### src/rtl/nsfe_pkg.sv
// ---------------------------------------------------------------------------
// NMEA sentence field extractor package
// Character codes, sentence type codes, parser state encoding, the result
// record and the field lookup for GGA, GSV and RMC sentences.
// ---------------------------------------------------------------------------
package nsfe_pkg;

    // Framing and header characters.
    localparam logic [7:0] CH_DOLLAR = 8'h24;
    localparam logic [7:0] CH_COMMA  = 8'h2C;
    localparam logic [7:0] CH_STAR   = 8'h2A;
    localparam logic [7:0] CH_A      = 8'h41;
    localparam logic [7:0] CH_B      = 8'h42;
    localparam logic [7:0] CH_C      = 8'h43;
    localparam logic [7:0] CH_D      = 8'h44;
    localparam logic [7:0] CH_G      = 8'h47;
    localparam logic [7:0] CH_M      = 8'h4D;
    localparam logic [7:0] CH_N      = 8'h4E;
    localparam logic [7:0] CH_P      = 8'h50;
    localparam logic [7:0] CH_R      = 8'h52;
    localparam logic [7:0] CH_S      = 8'h53;
    localparam logic [7:0] CH_V      = 8'h56;

    // Sentence type codes.
    localparam logic [1:0] TYPE_NONE = 2'd0;
    localparam logic [1:0] TYPE_GGA  = 2'd1;
    localparam logic [1:0] TYPE_GSV  = 2'd2;
    localparam logic [1:0] TYPE_RMC  = 2'd3;

    // Sticky mask bits.
    localparam logic [2:0] SEEN_GGA = 3'h1;
    localparam logic [2:0] SEEN_GSV = 3'h2;
    localparam logic [2:0] SEEN_RMC = 3'h4;

    // Result kinds.
    localparam logic KIND_CHAR = 1'b0;
    localparam logic KIND_END  = 1'b1;

    // Field identifiers.
    localparam logic [3:0] FLD_LAT     = 4'd0;
    localparam logic [3:0] FLD_LATDIR  = 4'd1;
    localparam logic [3:0] FLD_LON     = 4'd2;
    localparam logic [3:0] FLD_LONDIR  = 4'd3;
    localparam logic [3:0] FLD_FIX     = 4'd4;
    localparam logic [3:0] FLD_USED    = 4'd5;
    localparam logic [3:0] FLD_ALT     = 4'd6;
    localparam logic [3:0] FLD_VISIBLE = 4'd7;
    localparam logic [3:0] FLD_TIME    = 4'd8;
    localparam logic [3:0] FLD_SPEED   = 4'd9;
    localparam logic [3:0] FLD_COURSE  = 4'd10;
    localparam logic [3:0] FLD_DATE    = 4'd11;

    // Counters stop at this value.
    localparam logic [3:0] CNT_MAX = 4'd15;

    // Number of header characters kept in storage (the fifth is checked live).
    localparam int HDR_KEPT = 4;

    // Parser state, one-hot.
    typedef enum logic [2:0] {
        MODE_IDLE   = 3'b001,
        MODE_HEADER = 3'b010,
        MODE_DATA   = 3'b100
    } t_mode;

    // One result record.
    typedef struct packed {
        logic       result_kind;
        logic [3:0] field_id;
        logic [3:0] char_index;
        logic [7:0] char_value;
        logic [1:0] sentence_type;
        logic [2:0] valid_mask;
    } t_result;

    // Field lookup answer: whether the field is captured, its id and length.
    typedef struct packed {
        logic       hit;
        logic [3:0] id;
        logic [3:0] len;
    } t_field;

    // Captured field for a sentence type and comma count.
    function automatic t_field field_lookup(input logic [1:0] stype,
                                            input logic [3:0] comma);
        t_field f;
        f = '0;
        case (stype)
            TYPE_GSV: begin
                if (comma == 4'd3) begin
                    f.hit = 1'b1;
                    f.id  = FLD_VISIBLE;
                    f.len = 4'd2;
                end
            end
            TYPE_GGA: begin
                case (comma)
                    4'd2:    begin f.id = FLD_LAT;    f.len = 4'd9;  end
                    4'd3:    begin f.id = FLD_LATDIR; f.len = 4'd1;  end
                    4'd4:    begin f.id = FLD_LON;    f.len = 4'd10; end
                    4'd5:    begin f.id = FLD_LONDIR; f.len = 4'd1;  end
                    4'd6:    begin f.id = FLD_FIX;    f.len = 4'd1;  end
                    4'd7:    begin f.id = FLD_USED;   f.len = 4'd2;  end
                    4'd9:    begin f.id = FLD_ALT;    f.len = 4'd6;  end
                    default: begin f.id = FLD_LAT;    f.len = 4'd0;  end
                endcase
                f.hit = (f.len != 4'd0);
            end
            TYPE_RMC: begin
                case (comma)
                    4'd1:    begin f.id = FLD_TIME;   f.len = 4'd6;  end
                    4'd2:    begin f.id = FLD_FIX;    f.len = 4'd1;  end
                    4'd3:    begin f.id = FLD_LAT;    f.len = 4'd9;  end
                    4'd4:    begin f.id = FLD_LATDIR; f.len = 4'd1;  end
                    4'd5:    begin f.id = FLD_LON;    f.len = 4'd10; end
                    4'd6:    begin f.id = FLD_LONDIR; f.len = 4'd1;  end
                    4'd7:    begin f.id = FLD_SPEED;  f.len = 4'd5;  end
                    4'd8:    begin f.id = FLD_COURSE; f.len = 4'd5;  end
                    4'd9:    begin f.id = FLD_DATE;   f.len = 4'd6;  end
                    default: begin f.id = FLD_LAT;    f.len = 4'd0;  end
                endcase
                f.hit = (f.len != 4'd0);
            end
            default: f = '0;
        endcase
        return f;
    endfunction

endpackage

### src/rtl/nsfe_parser.sv
// ---------------------------------------------------------------------------
// NMEA sentence parser core
// Holds the sentence state and decodes one character per step into at most
// one result record.
// ---------------------------------------------------------------------------
module nsfe_parser (
    input  logic                i_clk,
    input  logic                i_rst_n,
    input  logic                i_step,
    input  logic [7:0]          i_byte,
    output logic                o_emit,
    output nsfe_pkg::t_result   o_result
);

    nsfe_pkg::t_mode r_mode, n_mode;
    logic [1:0] r_type, n_type;
    logic [3:0] r_comma, n_comma;
    logic [3:0] r_count, n_count;
    logic [2:0] r_seen, n_seen;
    logic [7:0] r_hdr [nsfe_pkg::HDR_KEPT];

    nsfe_pkg::t_field w_field;
    logic             w_talker_ok;
    logic [1:0]       w_hdr_type;
    logic [3:0]       w_count_inc;
    logic [3:0]       w_comma_inc;

    // Saturating increments.
    assign w_count_inc = (r_count == nsfe_pkg::CNT_MAX) ? r_count : r_count + 4'd1;
    assign w_comma_inc = (r_comma == nsfe_pkg::CNT_MAX) ? r_comma : r_comma + 4'd1;

    // Header match, with the current character as the fifth header character.
    assign w_talker_ok = (r_hdr[0] == nsfe_pkg::CH_G || r_hdr[0] == nsfe_pkg::CH_B) &&
                         (r_hdr[1] == nsfe_pkg::CH_P || r_hdr[1] == nsfe_pkg::CH_D ||
                          r_hdr[1] == nsfe_pkg::CH_N);

    always_comb begin
        w_hdr_type = nsfe_pkg::TYPE_NONE;
        if (w_talker_ok) begin
            if (r_hdr[2] == nsfe_pkg::CH_G && r_hdr[3] == nsfe_pkg::CH_G &&
                i_byte == nsfe_pkg::CH_A) begin
                w_hdr_type = nsfe_pkg::TYPE_GGA;
            end else if (r_hdr[2] == nsfe_pkg::CH_G && r_hdr[3] == nsfe_pkg::CH_S &&
                         i_byte == nsfe_pkg::CH_V) begin
                w_hdr_type = nsfe_pkg::TYPE_GSV;
            end else if (r_hdr[2] == nsfe_pkg::CH_R && r_hdr[3] == nsfe_pkg::CH_M &&
                         i_byte == nsfe_pkg::CH_C) begin
                w_hdr_type = nsfe_pkg::TYPE_RMC;
            end
        end
    end

    assign w_field = nsfe_pkg::field_lookup(r_type, r_comma);

    // Next state and result for one character.
    always_comb begin
        n_mode   = r_mode;
        n_type   = r_type;
        n_comma  = r_comma;
        n_count  = r_count;
        n_seen   = r_seen;
        o_emit   = 1'b0;
        o_result = '0;

        if (i_byte == nsfe_pkg::CH_DOLLAR) begin
            n_type  = nsfe_pkg::TYPE_NONE;
            n_mode  = nsfe_pkg::MODE_HEADER;
            n_count = 4'd0;
        end else if (i_byte == nsfe_pkg::CH_COMMA) begin
            n_comma = w_comma_inc;
            n_count = 4'd0;
        end else if (i_byte == nsfe_pkg::CH_STAR) begin
            case (r_type)
                nsfe_pkg::TYPE_GGA: n_seen = r_seen | nsfe_pkg::SEEN_GGA;
                nsfe_pkg::TYPE_GSV: n_seen = r_seen | nsfe_pkg::SEEN_GSV;
                nsfe_pkg::TYPE_RMC: n_seen = r_seen | nsfe_pkg::SEEN_RMC;
                default:            n_seen = r_seen;
            endcase
            o_emit                 = 1'b1;
            o_result.result_kind   = nsfe_pkg::KIND_END;
            o_result.sentence_type = r_type;
            o_result.valid_mask    = n_seen;
            n_mode                 = nsfe_pkg::MODE_IDLE;
        end else begin
            n_count = w_count_inc;
            case (r_mode)
                nsfe_pkg::MODE_HEADER: begin
                    // The last header character completes the check.
                    if (r_count == 4'd4 && w_hdr_type != nsfe_pkg::TYPE_NONE) begin
                        n_type  = w_hdr_type;
                        n_mode  = nsfe_pkg::MODE_DATA;
                        n_comma = 4'd0;
                        n_count = 4'd0;
                    end
                end
                nsfe_pkg::MODE_DATA: begin
                    if (w_field.hit && r_count < w_field.len) begin
                        o_result.result_kind = nsfe_pkg::KIND_CHAR;
                        o_result.field_id    = w_field.id;
                        o_result.char_index  = r_count;
                        o_result.char_value  = i_byte;
                        o_emit               = 1'b1;
                        // RMC status becomes a fix flag; other characters drop.
                        if (r_type == nsfe_pkg::TYPE_RMC &&
                            w_field.id == nsfe_pkg::FLD_FIX) begin
                            o_result.char_value = (i_byte == nsfe_pkg::CH_A) ? 8'd1 : 8'd0;
                            o_emit = (i_byte == nsfe_pkg::CH_A) ||
                                     (i_byte == nsfe_pkg::CH_V);
                        end
                    end
                end
                default: ;
            endcase
        end

        if (!i_step) begin
            o_emit = 1'b0;
        end
    end

    // Control state.
    always_ff @(posedge i_clk) begin
        if (!i_rst_n) begin
            r_mode  <= nsfe_pkg::MODE_IDLE;
            r_type  <= nsfe_pkg::TYPE_NONE;
            r_comma <= 4'd0;
            r_count <= 4'd0;
            r_seen  <= 3'd0;
        end else if (i_step) begin
            r_mode  <= n_mode;
            r_type  <= n_type;
            r_comma <= n_comma;
            r_count <= n_count;
            r_seen  <= n_seen;
        end
    end

    // Header character storage for the first four header positions.
    always_ff @(posedge i_clk) begin
        if (i_step && r_mode == nsfe_pkg::MODE_HEADER &&
            i_byte != nsfe_pkg::CH_DOLLAR && i_byte != nsfe_pkg::CH_COMMA &&
            i_byte != nsfe_pkg::CH_STAR && r_count < 4'd4) begin
            r_hdr[r_count[1:0]] <= i_byte;
        end
    end

endmodule

### src/rtl/nmea_sentence_field_extractor.sv
// ---------------------------------------------------------------------------
// NMEA sentence field extractor
// Registers incoming characters, parses one per cycle while the output is free,
// and holds each result in an output register until the receiver takes it.
// ---------------------------------------------------------------------------
// Usage:
//   Input channel: i_valid/o_ready carry one character on i_rx_byte per
//   transaction. Output channel: o_valid/i_ready carry one result record per
//   transaction; a character may produce no result.
//   Throughput: one character per cycle while the receiver does not stall,
//   set by the combinational parser between the input and output registers.
//   Path: an accepted character is held in the input register until the
//   output can take its result; the parser decodes it combinationally into
//   the output register, which drives o_valid.
//   Reset (synchronous, i_rst_n low) returns the parser to idle, clears the
//   sentence type, both counters and the sticky mask, and empties both
//   registers. Header characters are not cleared; they are always written
//   before they are checked.
//   When the receiver stalls, the output register holds its record and an
//   empty input register still takes one more character; o_ready then drops
//   until the output drains.
// ---------------------------------------------------------------------------
module nmea_sentence_field_extractor (
    input  logic       i_clk,
    input  logic       i_rst_n,
    input  logic       i_valid,
    output logic       o_ready,
    input  logic [7:0] i_rx_byte,
    output logic       o_valid,
    input  logic       i_ready,
    output logic       o_result_kind,
    output logic [3:0] o_field_id,
    output logic [3:0] o_char_index,
    output logic [7:0] o_char_value,
    output logic [1:0] o_sentence_type,
    output logic [2:0] o_valid_mask
);

    logic       r_in_valid;
    logic [7:0] r_in_byte;
    logic       r_out_valid;
    nsfe_pkg::t_result r_out;

    logic              w_out_free;
    logic              w_step;
    logic              w_emit;
    nsfe_pkg::t_result w_result;

    // The parser advances when a character is held and the output can take it.
    assign w_out_free = !r_out_valid || i_ready;
    assign w_step     = r_in_valid && w_out_free;
    assign o_ready    = !r_in_valid || w_step;

    // Input register.
    always_ff @(posedge i_clk) begin
        if (!i_rst_n) begin
            r_in_valid <= 1'b0;
        end else if (o_ready) begin
            r_in_valid <= i_valid;
        end
    end

    always_ff @(posedge i_clk) begin
        if (i_valid && o_ready) begin
            r_in_byte <= i_rx_byte;
        end
    end

    nsfe_parser u_parser (
        .i_clk    (i_clk),
        .i_rst_n  (i_rst_n),
        .i_step   (w_step),
        .i_byte   (r_in_byte),
        .o_emit   (w_emit),
        .o_result (w_result)
    );

    // Output register.
    always_ff @(posedge i_clk) begin
        if (!i_rst_n) begin
            r_out_valid <= 1'b0;
        end else if (w_out_free) begin
            r_out_valid <= w_emit;
        end
    end

    always_ff @(posedge i_clk) begin
        if (w_emit) begin
            r_out <= w_result;
        end
    end

    assign o_valid         = r_out_valid;
    assign o_result_kind   = r_out.result_kind;
    assign o_field_id      = r_out.field_id;
    assign o_char_index    = r_out.char_index;
    assign o_char_value    = r_out.char_value;
    assign o_sentence_type = r_out.sentence_type;
    assign o_valid_mask    = r_out.valid_mask;

endmodule
### config.mk
export PLATFORM = sky130hd
export DESIGN_NAME = nmea_sentence_field_extractor
export DESIGN_NICKNAME = d
export VERILOG_FILES = /design/src/rtl/nsfe_pkg.sv /design/src/rtl/nsfe_parser.sv /design/src/rtl/nmea_sentence_field_extractor.sv
export SDC_FILE = /design/constraint.sdc
export NUM_CORES = 1
export LEC_CHECK = 0
export BUFFER_PORTS_ARGS = -buffer_cell sky130_fd_sc_hd__buf_4
export CAP_MARGIN = 20
export CORE_UTILIZATION = 50
export CTS_BUF_LIST = sky130_fd_sc_hd__clkbuf_2 sky130_fd_sc_hd__clkbuf_4 sky130_fd_sc_hd__clkbuf_8
export DETAILED_ROUTE_END_ITERATION = 10
export PLACE_DENSITY = 0.69
export RECOVER_POWER = 50
export SETUP_SLACK_MARGIN = 0.02
export SYNTH_ARGS = -nofsm -noshare
export SYNTH_HDL_FRONTEND = slang
export SYNTH_SLANG_ARGS = --single-unit
### constraint.sdc
create_clock -name i_clk -period 4.3 [get_ports i_clk]
set_input_delay 0.86 -clock i_clk [delete_from_list [all_inputs] [get_ports i_clk]]
set_output_delay 0.86 -clock i_clk [all_outputs]
set_load 0.05 [all_outputs]
==> flow_metrics.py <==
metrics = {
    "min_path": {
        "worstHoldEndpoint": "u_parser.r_mode[2]",
        "min_path_cells": 2,
        "min_path_type": "reg -> reg",
        "worst_hold_startpoint": "u_parser.r_mode[2]",
    },
    "timing": {
        "grt_setup_unrepaired": "false",
        "hold-worst-slack_ps": 485.5,
        "timing.max_slew.rel_slack_pct": 59.80,
        "hold_viol": 0,
        "final.min_clock_period_ps": 3368,
        "max_freq_mhz": 296.9,
        "fin_tns_setup_ps": 0,
        "worstMarginPinSlew_ps": 605.6,
        "timing_max_transition_violations_final": 0,
        "setup_viol": 0,
        "timing.final.crit_share_pct": 78.32,
        "clock_skew_ps": 8.287,
    },
    "route": {
        "route.detailed.drc": 0,
        "routed_wire_per_std_cell_microns": 16.48,
        "first_pass_iters": 5,
        "vias": 2903,
        "via_per_inst": 5.841,
        "routed_wirelength_mm": 8.192,
        "dr.first_iter.drc_count": 211,
        "ant_nets": 0,
    },
    "worst_setup_path": {
        "cp_cell_sequence": "inv_1 -> ha_1 -> nor4bb_1 -> nand4_1 -> or4_1 -> nor2_4 -> o21ai_1 -> mux2_2 -> and2_1 -> ha_1 -> or3_1 -> a31oi_1",
        "critical_path.reg2reg.startpoint": "u_parser.r_count[0]",
        "r2r_cells": 12,
        "cp_slowest_cell": "sky130_fd_sc_hd__or4_1",
        "required_ps": 4570,
        "endpoint_kind": "flop",
        "critical_path_arrival_ps": 3640,
        "critical_path_peak_fanout": 8,
        "start_to_end_type_of_the_worst_setup_path": "reg -> reg",
        "worst_setup_path_startpoint": "u_parser.r_count[0]",
        "critPathMaxStageDelay_ps": 510,
        "crit_path_start_kind": "flop",
        "ff2ff_setup_slack_ps": 930,
        "cp_common_cell": "sky130_fd_sc_hd__ha_1",
    },
    "clock_network": {
        "clock_sink_count": 87,
        "cts_tree": "done",
        "clock_tree.root_cell": "sky130_fd_sc_hd__clkbuf_8",
        "h-tree-depth": 3,
        "worstSkewPairLatency_ps": 360,
        "clock_path_buffers": 2,
        "cts_hold_buffers": 0,
        "cts.repair_timing.setup_buffer_count": 0,
        "clkSlewWorstSetupHoldPaths_ps": 90,
        "cts_resized": 0,
        "numCtsBuffers": 9,
    },
    "yosys": {
        "post_synth_instance_area_sq_mm": 0.004013,
        "postSynth.topFlopCell": "sky130_fd_sc_hd__edfxtp_1",
        "synthArstFlopShare_pct": 0,
        "seq_area_frac_synth_pct": 58.87,
        "yosys_register_bits": 87,
        "cell_type_with_the_highest_aggregate_area_in_the_netlist": "sky130_fd_sc_hd__edfxtp_1",
        "post_synth_inst_count": 353,
        "post_synth_num_cell_types": 59,
        "yosys_synthesis_warning_count": 0,
        "synth_area_per_cell_sq_um": 11.37,
        "synth.top_cells.by_area": "sky130_fd_sc_hd__edfxtp_1, sky130_fd_sc_hd__dfxtp_1, sky130_fd_sc_hd__ha_1",
        "post-synth-top-area-fraction_pct": 46.40,
        "synth_edf_count": 62,
        "mappedNetlistNets": 379,
    },
    "placed_design": {
        "place_congestion": 0.8548,
        "io_buffer_count": 35,
        "postPlaceCellArea_sq_mm": 0.004375,
        "hpwl_mm": 5.773,
    },
    "pwr": {
        "worst_ir_drop_vdd_v": 0.0001494,
        "fin_total_pwr_mw": 1.527,
        "leakagePower_nw": 1.388,
        "power_per_cell_area_mw_per_mm2": 341.2,
    },
    "die": {
        "core_region_area_sq_mm": 0.007727,
        "die_width_microns": 91.59,
        "floorplan.rows": 32,
        "io_pins": 36,
        "die_y_microns": 91.59,
        "start_util_pct": 51.93,
        "floorplan.die_area_sq_mm": 0.008388,
    },
    "grt": {
        "first_global_vias": 2678,
        "grt_antenna_before_repair": 0,
        "grt_max_degree": 23,
        "grt.overflow.total": 0,
        "grt_util_all_layers_pct": 21.07,
        "first_pass_grt_wire_length_mm": 13.38,
    },
    "status": {
        "outcome": "completed",
    },
    "flow_run": {
        "maxCapViolCount": 0,
    },
    "finish": {
        "diodes": 0,
        "final_cell_area_sq_mm": 0.004476,
        "layout_commonest_cell": "sky130_fd_sc_hd__edfxtp_1",
        "most-common-layout-cells": "sky130_fd_sc_hd__edfxtp_1, sky130_fd_sc_hd__nor2_1, sky130_fd_sc_hd__nand2_1, sky130_fd_sc_hd__dfxtp_1, sky130_fd_sc_hd__clkbuf_1",
        "drive_above_1_share_pct": 9.367,
        "fin_nets": 416,
        "areaGrowthSynthToFinish_pct": 11.54,
    },
}
[worst max-delay path: cells and delay by family, from the launching register on]
kind	cells	cell delay, ps
AND/OR/NAND/NOR	6	1760
multiplexers	1	310
AO/OA/AOI/OAI	2	260
flip-flops	1	390
buffers and inverters	1	130
adder cells (fa/ha/maj)	2	440
[synthesized netlist by cell type, types with 3 or more instances]
master,n
sky130_fd_sc_hd__nand2_1,25
sky130_fd_sc_hd__nor3_1,3
sky130_fd_sc_hd__nand4_1,5
sky130_fd_sc_hd__nor3b_1,5
sky130_fd_sc_hd__mux2i_1,5
sky130_fd_sc_hd__nand3_1,13
sky130_fd_sc_hd__clkbuf_1,9
sky130_fd_sc_hd__o31ai_1,4
sky130_fd_sc_hd__ha_1,14
sky130_fd_sc_hd__nor4b_1,7
sky130_fd_sc_hd__a21oi_1,24
sky130_fd_sc_hd__o21ai_0,16
sky130_fd_sc_hd__edfxtp_1,62
sky130_fd_sc_hd__dfxtp_1,25
sky130_fd_sc_hd__and3_1,10
sky130_fd_sc_hd__or4b_1,3
sky130_fd_sc_hd__inv_1,11
sky130_fd_sc_hd__nor2b_1,4
sky130_fd_sc_hd__nand2b_1,7
sky130_fd_sc_hd__nor2_1,33
sky130_fd_sc_hd__nor4bb_1,5
sky130_fd_sc_hd__and2_1,15
[sequential cells by signal (all words and copies together), names as in the netlist, 2 cells and up, named ones only]
| signal | count |
|---|---|
| r_in_byte | 8 |
| u_parser.r_seen | 3 |
| u_parser.r_comma | 4 |
| o_field_id | 4 |
| u_parser.r_type | 2 |
| o_char_value | 8 |
| u_parser.r_hdr | 32 |
| u_parser.r_mode | 3 |
| o_char_index | 4 |
| o_valid_mask | 3 |
| o_sentence_type | 2 |
| u_parser.r_count | 4 |
[routing by layer]
| metal | up-vias | part of all wire [%] | GRT usage, % |
|---|---|---|---|
| li1 | 1397 | - | - |
| met1 | 1386 | 47 | 29.97 |
| met2 | 112 | 46 | 32.14 |
| met3 | 8 | 6.1 | 3.518 |
| met4 | 0 | 1.1 | 8.333 |
| met5 | - | 0 | 0 |
[how the worst max path moves through the flow]
| stage | to | slack [ps] | depth (start not counted) |
|---|---|---|---|
| 6_report | flop | 930 | 12 |
| 5_1_grt | flop | 710 | 12 |
| 4_1_cts | flop | 1000 | 12 |
| 3_5_place_dp | flop | 1040 | 12 |
| 3_3_place_gp | o_valid_mask[1] | 1160 | 11 |
| 2_1_floorplan | o_char_index[0] | 960 | 12 |
[metrics by stage]
stage | std cells | utilization, % | worst slack, ps
after floorplan | 353 | - | 963.1
after global placement | 481 | 56.62 | 1162
after detailed placement | 481 | 56.62 | 1035
after CTS | 497 | 59.25 | 1003
after global routing | 497 | 57.92 | 712.2
final | 497 | 57.92 | 932.1
[cells by family after synthesis]
kind of cell / after synthesis / synth area share, %
adders and majority gates: 14 / 4.366
muxes: 6 / 1.528
and+or+nand+nor: 150 / 21.58
buffers and inverters: 23 / 2.151
DFF: 87 / 58.87
xor gates and xnor gates: 2 / 0.4366
AOI/OAI and AO/OA: 71 / 11.07
[final cells by class]
class,count,area (sq um)
clock inverter,7,78.83
timing repair buffer,36,176.4
clock buffer,9,123.9
fill,663,3252
tap,102,127.6
inverter,13,48.80
multi-input combinational,243,1558
sequential,87,2362
[power by group]
part           switching, mW  total (mW)  internal, mW
Combinational         0.0175      0.0310        0.0136
Clock                  0.306       0.582         0.275
Sequential            0.0157       0.914         0.899
No activity file was read; power rests on OpenSTA's default activity.
